### src/design/mctr_pkg.sv
`timescale 1ns / 1ps
package mctr_pkg;

	// Buffer geometry.
	localparam int BUF_DEPTH = 4096;
	localparam int MAX_CH    = 4;
	localparam int IDX_W     = $clog2(BUF_DEPTH);
	localparam int MEM_DEPTH = MAX_CH * BUF_DEPTH;
	localparam int MEM_AW    = $clog2(MEM_DEPTH);
	localparam int CH_W      = (MAX_CH > 1) ? $clog2(MAX_CH) : 1;
	localparam int OUT_CH    = 4;

	// Field and register widths.
	localparam int SMP_W      = 16;
	localparam int SCNT_W     = 13;
	localparam int NDX_W      = SCNT_W;
	localparam int FRAC_W     = 16;
	localparam int CFG_IDX_W  = 3;
	localparam int CFG_DATA_W = 24;

	// Shared multiplier: signed 37 x signed 18, product registered.
	localparam int MA_W   = 37;
	localparam int MB_W   = 18;
	localparam int PROD_W = MA_W + MB_W;

	// Division of the correction term by three, one byte per step.
	localparam int DIV_STEPS = 5;
	localparam int DIV_W     = 8 * DIV_STEPS;
	localparam int DIV3_MUL  = 683;
	localparam int DIV3_SH   = 11;

	// Half of 6 * 2^16, the rounding offset of the correction term.
	localparam int CORR_RND = 196608;

	// Register indexes.
	localparam logic [CFG_IDX_W-1:0] REG_MS_SCALE        = 3'd0;
	localparam logic [CFG_IDX_W-1:0] REG_SAMPLE_COUNT    = 3'd1;
	localparam logic [CFG_IDX_W-1:0] REG_PLAYABLE        = 3'd2;
	localparam logic [CFG_IDX_W-1:0] REG_CHANNEL_COUNT   = 3'd3;
	localparam logic [CFG_IDX_W-1:0] REG_CHANNEL_PRESENT = 3'd4;

	// Item opcodes.
	localparam logic OP_WRITE = 1'b0;
	localparam logic OP_PLAY  = 1'b1;

	// Multiplier operand selects.
	localparam logic [2:0] MUL_NONE  = 3'd0;
	localparam logic [2:0] MUL_PH_LO = 3'd1;
	localparam logic [2:0] MUL_PH_HI = 3'd2;
	localparam logic [2:0] MUL_EF    = 3'd3;
	localparam logic [2:0] MUL_INNER = 3'd4;
	localparam logic [2:0] MUL_RF    = 3'd5;

	typedef struct packed {
		logic [23:0]       ms_scale;
		logic [SCNT_W-1:0] sample_count;
		logic              playable;
		logic [2:0]        channel_count;
		logic [3:0]        channel_present;
	} cfg_t;

	localparam cfg_t CFG_RESET = '{
		ms_scale:        24'd2890138,
		sample_count:    '0,
		playable:        1'b0,
		channel_count:   3'd1,
		channel_present: 4'hF
	};

	typedef struct packed {
		logic            wr_en;
		logic            ld_pos;
		logic            clr_res;
		logic [2:0]      mul_sel;
		logic            plo_ld;
		logic            ph_ld;
		logic            rd_en;
		logic [1:0]      rd_k;
		logic [CH_W-1:0] ch;
		logic            inner_ld;
		logic            div_load;
		logic            div_step;
		logic            r_ld;
		logic            y_ld;
		logic            out_load;
	} dp_cmd_t;

	// Sample count limited to the buffer depth.
	function automatic logic [SCNT_W-1:0] eff_count(input logic [SCNT_W-1:0] n);
		if (int'(n) > BUF_DEPTH)
			return SCNT_W'(BUF_DEPTH);
		return n;
	endfunction

endpackage

### src/design/mctr_ctrl.sv
`timescale 1ns / 1ps
module mctr_ctrl import mctr_pkg::*; (
	input  logic    clk,
	input  logic    arst_n,
	input  cfg_t    cfg,
	input  logic    item_valid,
	input  logic    item_op,
	output logic    item_ready,
	output logic    res_valid,
	input  logic    res_ready,
	output dp_cmd_t cmd
);

	localparam logic [3:0] S_IDLE = 4'd0;
	localparam logic [3:0] S_PH0  = 4'd1;
	localparam logic [3:0] S_PH1  = 4'd2;
	localparam logic [3:0] S_PH2  = 4'd3;
	localparam logic [3:0] S_CH   = 4'd4;
	localparam logic [3:0] S_RD   = 4'd5;
	localparam logic [3:0] S_E    = 4'd6;
	localparam logic [3:0] S_M1   = 4'd7;
	localparam logic [3:0] S_M2   = 4'd8;
	localparam logic [3:0] S_M3   = 4'd9;
	localparam logic [3:0] S_DV   = 4'd10;
	localparam logic [3:0] S_DIV  = 4'd11;
	localparam logic [3:0] S_R    = 4'd12;
	localparam logic [3:0] S_M4   = 4'd13;
	localparam logic [3:0] S_Y    = 4'd14;
	localparam logic [3:0] S_DONE = 4'd15;

	logic [3:0]      state_q, state_d;
	logic [2:0]      cnt_q, cnt_d;
	logic [CH_W-1:0] ch_q, ch_d;
	logic            out_valid_q;
	logic            play_ok;
	logic [2:0]      nch;
	logic            ch_active;
	logic            ch_last;
	logic            out_free;

	assign play_ok   = cfg.playable && (eff_count(cfg.sample_count) >= SCNT_W'(4));
	assign nch       = (int'(cfg.channel_count) > MAX_CH) ? 3'(MAX_CH) : cfg.channel_count;
	assign ch_active = (3'(ch_q) < nch) && cfg.channel_present[2'(ch_q)];
	assign ch_last   = ch_q == CH_W'(MAX_CH - 1);
	assign out_free  = !out_valid_q || res_ready;

	assign item_ready = state_q == S_IDLE;
	assign res_valid  = out_valid_q;

	always_comb begin
		state_d = state_q;
		cnt_d   = cnt_q;
		ch_d    = ch_q;
		cmd     = '0;
		cmd.ch  = ch_q;
		unique case (state_q)
			S_IDLE: begin
				if (item_valid) begin
					if (item_op == OP_WRITE) begin
						cmd.wr_en = 1'b1;
					end else begin
						cmd.ld_pos = 1'b1;
						state_d    = S_PH0;
					end
				end
			end
			S_PH0: begin
				cmd.mul_sel = MUL_PH_LO;
				cmd.clr_res = 1'b1;
				state_d     = S_PH1;
			end
			S_PH1: begin
				cmd.mul_sel = MUL_PH_HI;
				cmd.plo_ld  = 1'b1;
				state_d     = S_PH2;
			end
			S_PH2: begin
				cmd.ph_ld = 1'b1;
				ch_d      = '0;
				state_d   = play_ok ? S_CH : S_DONE;
			end
			S_CH: begin
				if (ch_active) begin
					cnt_d   = '0;
					state_d = S_RD;
				end else if (ch_last) begin
					state_d = S_DONE;
				end else begin
					ch_d = ch_q + CH_W'(1);
				end
			end
			S_RD: begin
				cmd.rd_en = 1'b1;
				cmd.rd_k  = cnt_q[1:0];
				if (cnt_q == 3'd3)
					state_d = S_E;
				else
					cnt_d = cnt_q + 3'd1;
			end
			S_E: begin
				state_d = S_M1;
			end
			S_M1: begin
				cmd.mul_sel = MUL_EF;
				state_d     = S_M2;
			end
			S_M2: begin
				cmd.inner_ld = 1'b1;
				state_d      = S_M3;
			end
			S_M3: begin
				cmd.mul_sel = MUL_INNER;
				state_d     = S_DV;
			end
			S_DV: begin
				cmd.div_load = 1'b1;
				cnt_d        = '0;
				state_d      = S_DIV;
			end
			S_DIV: begin
				cmd.div_step = 1'b1;
				if (cnt_q == 3'(DIV_STEPS - 1))
					state_d = S_R;
				else
					cnt_d = cnt_q + 3'd1;
			end
			S_R: begin
				cmd.r_ld = 1'b1;
				state_d  = S_M4;
			end
			S_M4: begin
				cmd.mul_sel = MUL_RF;
				state_d     = S_Y;
			end
			S_Y: begin
				cmd.y_ld = 1'b1;
				if (ch_last) begin
					state_d = S_DONE;
				end else begin
					ch_d    = ch_q + CH_W'(1);
					state_d = S_CH;
				end
			end
			S_DONE: begin
				if (out_free) begin
					cmd.out_load = 1'b1;
					state_d      = S_IDLE;
				end
			end
			default: begin
				state_d = S_IDLE;
			end
		endcase
	end

	always_ff @(posedge clk or negedge arst_n) begin
		if (!arst_n) begin
			state_q     <= S_IDLE;
			cnt_q       <= '0;
			ch_q        <= '0;
			out_valid_q <= 1'b0;
		end else begin
			state_q <= state_d;
			cnt_q   <= cnt_d;
			ch_q    <= ch_d;
			if (cmd.out_load)
				out_valid_q <= 1'b1;
			else if (res_ready)
				out_valid_q <= 1'b0;
		end
	end

endmodule

### config.mk
export PLATFORM = sky130hd
export DESIGN_NAME = mctr_ctrl
export DESIGN_NICKNAME = d
export VERILOG_FILES = /design/src/design/mctr_pkg.sv /design/src/design/mctr_ctrl.sv
export SDC_FILE = /design/constraint.sdc
export NUM_CORES = 1
export LEC_CHECK = 0
export BUFFER_PORTS_ARGS = -buffer_cell sky130_fd_sc_hd__buf_2
export CORE_MARGIN = 5
export CORE_UTILIZATION = 37
export DETAILED_ROUTE_END_ITERATION = 8
export PLACE_DENSITY = 0.86
export SYNTH_ARGS = -nofsm -noshare
export SYNTH_HDL_FRONTEND = slang
export SYNTH_SLANG_ARGS = --single-unit
export TNS_END_PERCENT = 10
### constraint.sdc
create_clock -name clk -period 1.7 [get_ports clk]
set_clock_uncertainty 0.1 [all_clocks]
set_input_delay 0.34 -clock clk [delete_from_list [all_inputs] [get_ports clk]]
set_output_delay 0.34 -clock clk [all_outputs]
set_load 0.1 [all_outputs]
# Yosys cells after proc, flatten, opt, wreduce, memory -nomap -nowiden
# Cells that the tools add are included.
# W data, S select, Z words.
# op_classes
n_eq_ne,28
n_reduce_logical,11
order_cmp,5
n_addsub,2
mux,41
# ops
operator,count
$pmux W4 S16,1
$mux W4,9
$eq A4 B4 Y1 const B,8
$mux W13,2
$ne A2 B2 Y1 const B,9
$eq A4 B3 Y1 const B,4
$mux W1,16
$mux W3,5
$pmux W3 S5,1
$ge A13 B3 Y1 const B,1
$gt A13 B13 Y1 const B,1
$pmux W3 S4,1
$eq A4 B2 Y1 const B,2
$mux W2,4
$pmux W2 S3,1
$reduce_and A6 Y1,1
$eq A4 B1 Y1 const B,1
$logic_not A4 Y1,1
$reduce_and A4 Y1,1
$reduce_bool A4 Y1,1
$add A3 B1 Y3 const B,1
$eq A3 B2 Y1 const B,1
$eq A3 B3 Y1 const B,1
$gt A3 B3 Y1 const B,1
12 further kinds,13
# totals
out_inout_bits,21
in_bits,50
elab_cells,91
reg_bits,10

# Depth between registers and ports, before layout
# depth
word_depth,7
depth_mapped,7
ltp_nobuf,7

# Least setup slack after synthesis
# No wires, ideal clock.
# synth_path
path_type,register to output
from,register state_q[2]
to,output port cmd[18] (netlist bit)
path_stages_with_launch,5
path_buffers,1
required_time_ps,1260
arrival_time_ps,3856
slack_ps,-2596
cell_sequence,dfrtp_1 > buf_2 > nor4_2 > nand2_1 > nor2_1
# synth_lines
element,line_no,text
from (decl),mctr_ctrl.sv:31,"logic [3:0] state_q, state_d;"
from (signal assigned),mctr_ctrl.sv:163,state_q <= state_d;
to (decl),mctr_ctrl.sv:11,output dp_cmd_t cmd

==> impl_metrics.env <==
export IMPL_status="complete, but fails checks"
export IMPL_violations="negative setup slack"
export IMPL_rsz0062_at_grt="true"
export IMPL_clkTransAtPathRegs_ns=0.08
export IMPL_p_leak_nw=0.870
export IMPL_drc=0
export IMPL_drive_above_1_share_pct=66.3
export IMPL_cts_sinks=10
export IMPL_setup_tns_ns=-6.00
export IMPL_dieWidth_um=61.7
export IMPL_grt_ovfl_total=0
export IMPL_dieArea_um2=3810
export IMPL_final_area_um2=1970
export IMPL_grt_pass1_wl_mm=6.12
export IMPL_wl_per_cell_um=22.5
export IMPL_synth_seq_cells=10
export IMPL_start_kind="register"
export IMPL_place_congestion=0.823
export IMPL_crit_required_ns=1.26
export IMPL_endpoint_kind="primary output"
export IMPL_nets=241
export IMPL_relSlewSlack_pct=67.6
export IMPL_powerDensity_nw_per_um2=2290
export IMPL_postSynthCellCount=113
export IMPL_clock_latency_ns=0.28
export IMPL_ant_nets=0
export IMPL_syn_nets=168
export IMPL_fmax_mhz=484
export IMPL_dr_first_iter_drc_count=78
export IMPL_maxCapViolCount=0
export IMPL_via_per_inst=6.04
export IMPL_core_area_um2=2520
export IMPL_power_total_mw=4.52
export IMPL_setup_viol=26
export IMPL_n_antenna_cell=0
export IMPL_maxSlewViolCount=0
export IMPL_worstMarginPinSlew_ns=0.489
export IMPL_cts_buffers=3
export IMPL_post_dp_cell_area_um2=1730
export IMPL_finalHoldViolCount=0
export IMPL_boundaryPins=71
export IMPL_cts_root_buf="clkbuf_4"
export IMPL_crit_type="reg2out"
export IMPL_syn_mean_instance_area_um2=8.75
export IMPL_dr_pass1_iters=4
export IMPL_totalWireLength_mm=4.81
export IMPL_arrival_ns=1.62
export IMPL_reg2regPathDepth=6
export IMPL_grt_pass1_vias=1317
export IMPL_ys_types=44
export IMPL_grt_max_degree=17
export IMPL_clk_path_buf_depth=2
export IMPL_ir_drop_mv=1.76
export IMPL_yosysWarningCount=0
export IMPL_setup_ws_ns=-0.365
export IMPL_ys_seq_area_share_pct=25.3
export IMPL_start_util_pct=39.2
export IMPL_dp_hpwl_mm=2.79
export IMPL_cts_tree="yes"
export IMPL_finalCriticalPeriod_ns=2.06
export IMPL_area_delta_synth_final_pct=99.6
export IMPL_num_vias=1293
export IMPL_grt_use_total_pct=21.7
export IMPL_htreeDepth=1
export IMPL_netlist_area_um2=988
export IMPL_antenna_found_initial=0
export IMPL_fin_crit_sh_pct=121
export IMPL_nFillCells=137
export IMPL_num_rows=18
export IMPL_cp_max_fo=12
export IMPL_hold_class="in2async"
export IMPL_dieHeight_um=61.7
export IMPL_io_buffers=44
-- stage by stage --
| stage | utilization [%] | setup slack, ns | hold WS, ns | instances |
|---|---|---|---|---|
| 6_report | 78.2 | -0.365 | 0.366 | 214 |
| 5_1_grt | 78.2 | -0.444 | 0.375 | 214 |
| 4_1_cts | 72.4 | -0.317 | 0.358 | 209 |
| 3_5_place_dp | 68.5 | -0.347 | 0.112 | 204 |
| 3_3_place_gp | 68.5 | -0.228 | 0.112 | 204 |
| 2_1_floorplan | - | -1.20 | -0.0556 | 113 |
-- report_power, final --
| part | total, mW | internal (mW) | switching, mW |
|---|---|---|---|
| combinational | 3.90 | 1.54 | 2.37 |
| clock | 0.180 | 0.0822 | 0.0973 |
| sequential | 0.435 | 0.332 | 0.104 |
| total | 4.52 | 1.95 | 2.57 |
-- cells by family after synthesis --
family / count (synthesis) / share of synthesized area (%)
compound gates: 21 / 17.6
xor+xnor: 3 / 2.66
fa+ha+maj: 5 / 6.33
buf+inv: 13 / 5.82
flops: 10 / 25.3
mux: 6 / 9.37
simple gates: 55 / 32.9
-- Yosys cell counts, drive strengths merged --
cell	count	area share [%]
a21oi	4	2.0
o221ai	1	2.7
and2	1	0.63
and3b	1	0.89
ha	5	6.3
nor4	3	2.5
a211o	1	0.89
and4bb	1	1.3
or2	2	1.3
nor2	11	4.4
xnor2	1	0.89
nor3b	2	1.5
o21bai	1	0.76
mux2	4	6.1
nand4b	1	0.89
a211oi	2	1.5
dfrtp	10	25
nand4	1	0.63
o21ai	7	4.7
a31oi	1	0.63
buf	7	3.5
nor4b	3	2.7
and3	1	0.63
a22oi	1	1.3
nand3	3	1.5
and4b	1	1.0
mux2i	1	1.0
xor2	2	1.8
nor2b	1	0.63
mux4	1	2.3
nand2	7	2.7
o31ai	2	1.5
nand2b	8	5.1
or3	1	1.1
nor3	7	3.5
o32ai	1	1.6
inv	6	2.3
-- cells in the final DEF, fill, tap and decap left out, drive strengths merged, types with 3 or more instances in the layout --
cell | synthesis | layout
nand2 | 7 | 7
nor3 | 7 | 7
inv | 6 | 6
ha | 5 | 5
buf | 7 | 73
clkbuf | 0 | 4
o21ai | 7 | 7
mux2 | 4 | 4
a21oi | 4 | 4
nor4b | 3 | 3
nor4 | 3 | 3
nor2 | 11 | 11
nand3 | 3 | 3
dfrtp | 10 | 10
nand2b | 8 | 8
-- layout make-up --
cell class | instances | area [µm²] | area share (%)
multi-input combinational | 90 | 878 | 44.5
timing repair buffer | 75 | 761 | 38.6
sequential | 10 | 251 | 12.7
tap | 30 | 37.5 | 1.90
clock buffer | 3 | 22.5 | 1.14
inverter | 6 | 22.5 | 1.14
-- per-layer routing --
layer  vias up  GRT usage (%)  routed length [µm]
met5         -              0                   0
li1        557              -                   -
met2        78           41.4                2510
met3        17           5.87                 374
met4         0           3.33                 135
met1       641           24.1                1790
-- critical path, stage by stage, from the launching register on --
cell and delay [ns]:
dfrtp_1 0.41, buf_8 0.17, nor4_4 0.35, and3_4 0.25
buf_12 0.17
-- what timing repair did --
item,CTS,global route
hold buffers,1,0
hold endpoints to repair,10,0
setup buffers,1,5
resized for setup,19,24
endpoints found under the setup margin,25,27
pin swaps,3,7
-- flip-flops by register name (all words and copies together), names as in the netlist --
| register | flops |
|---|---|
| res_valid | 1 |
| state_q | 4 |
| ch_q | 2 |
| cnt_q | 3 |
-- worst paths after layout --
kind | end | from | slack (ns)
min reg2reg | cnt_q[2]$_DFFE_PN0P_ | cnt_q[2]$_DFFE_PN0P_ | 0.49
min in group clk | state_q[0]$_DFFE_PN0P_ | item_valid | 0.37
max in group asynchronous | ch_q[0]$_DFFE_PN0P_ | arst_n | 0.91
min | ch_q[0]$_DFFE_PN0P_ | arst_n | 0.37
max | cmd[17] | state_q[3]$_DFFE_PN0P_ | -0.36
max reg2reg | cnt_q[1]$_DFFE_PN0P_ | state_q[3]$_DFFE_PN0P_ | -0.20
Power figures use the tool's default switching activity.
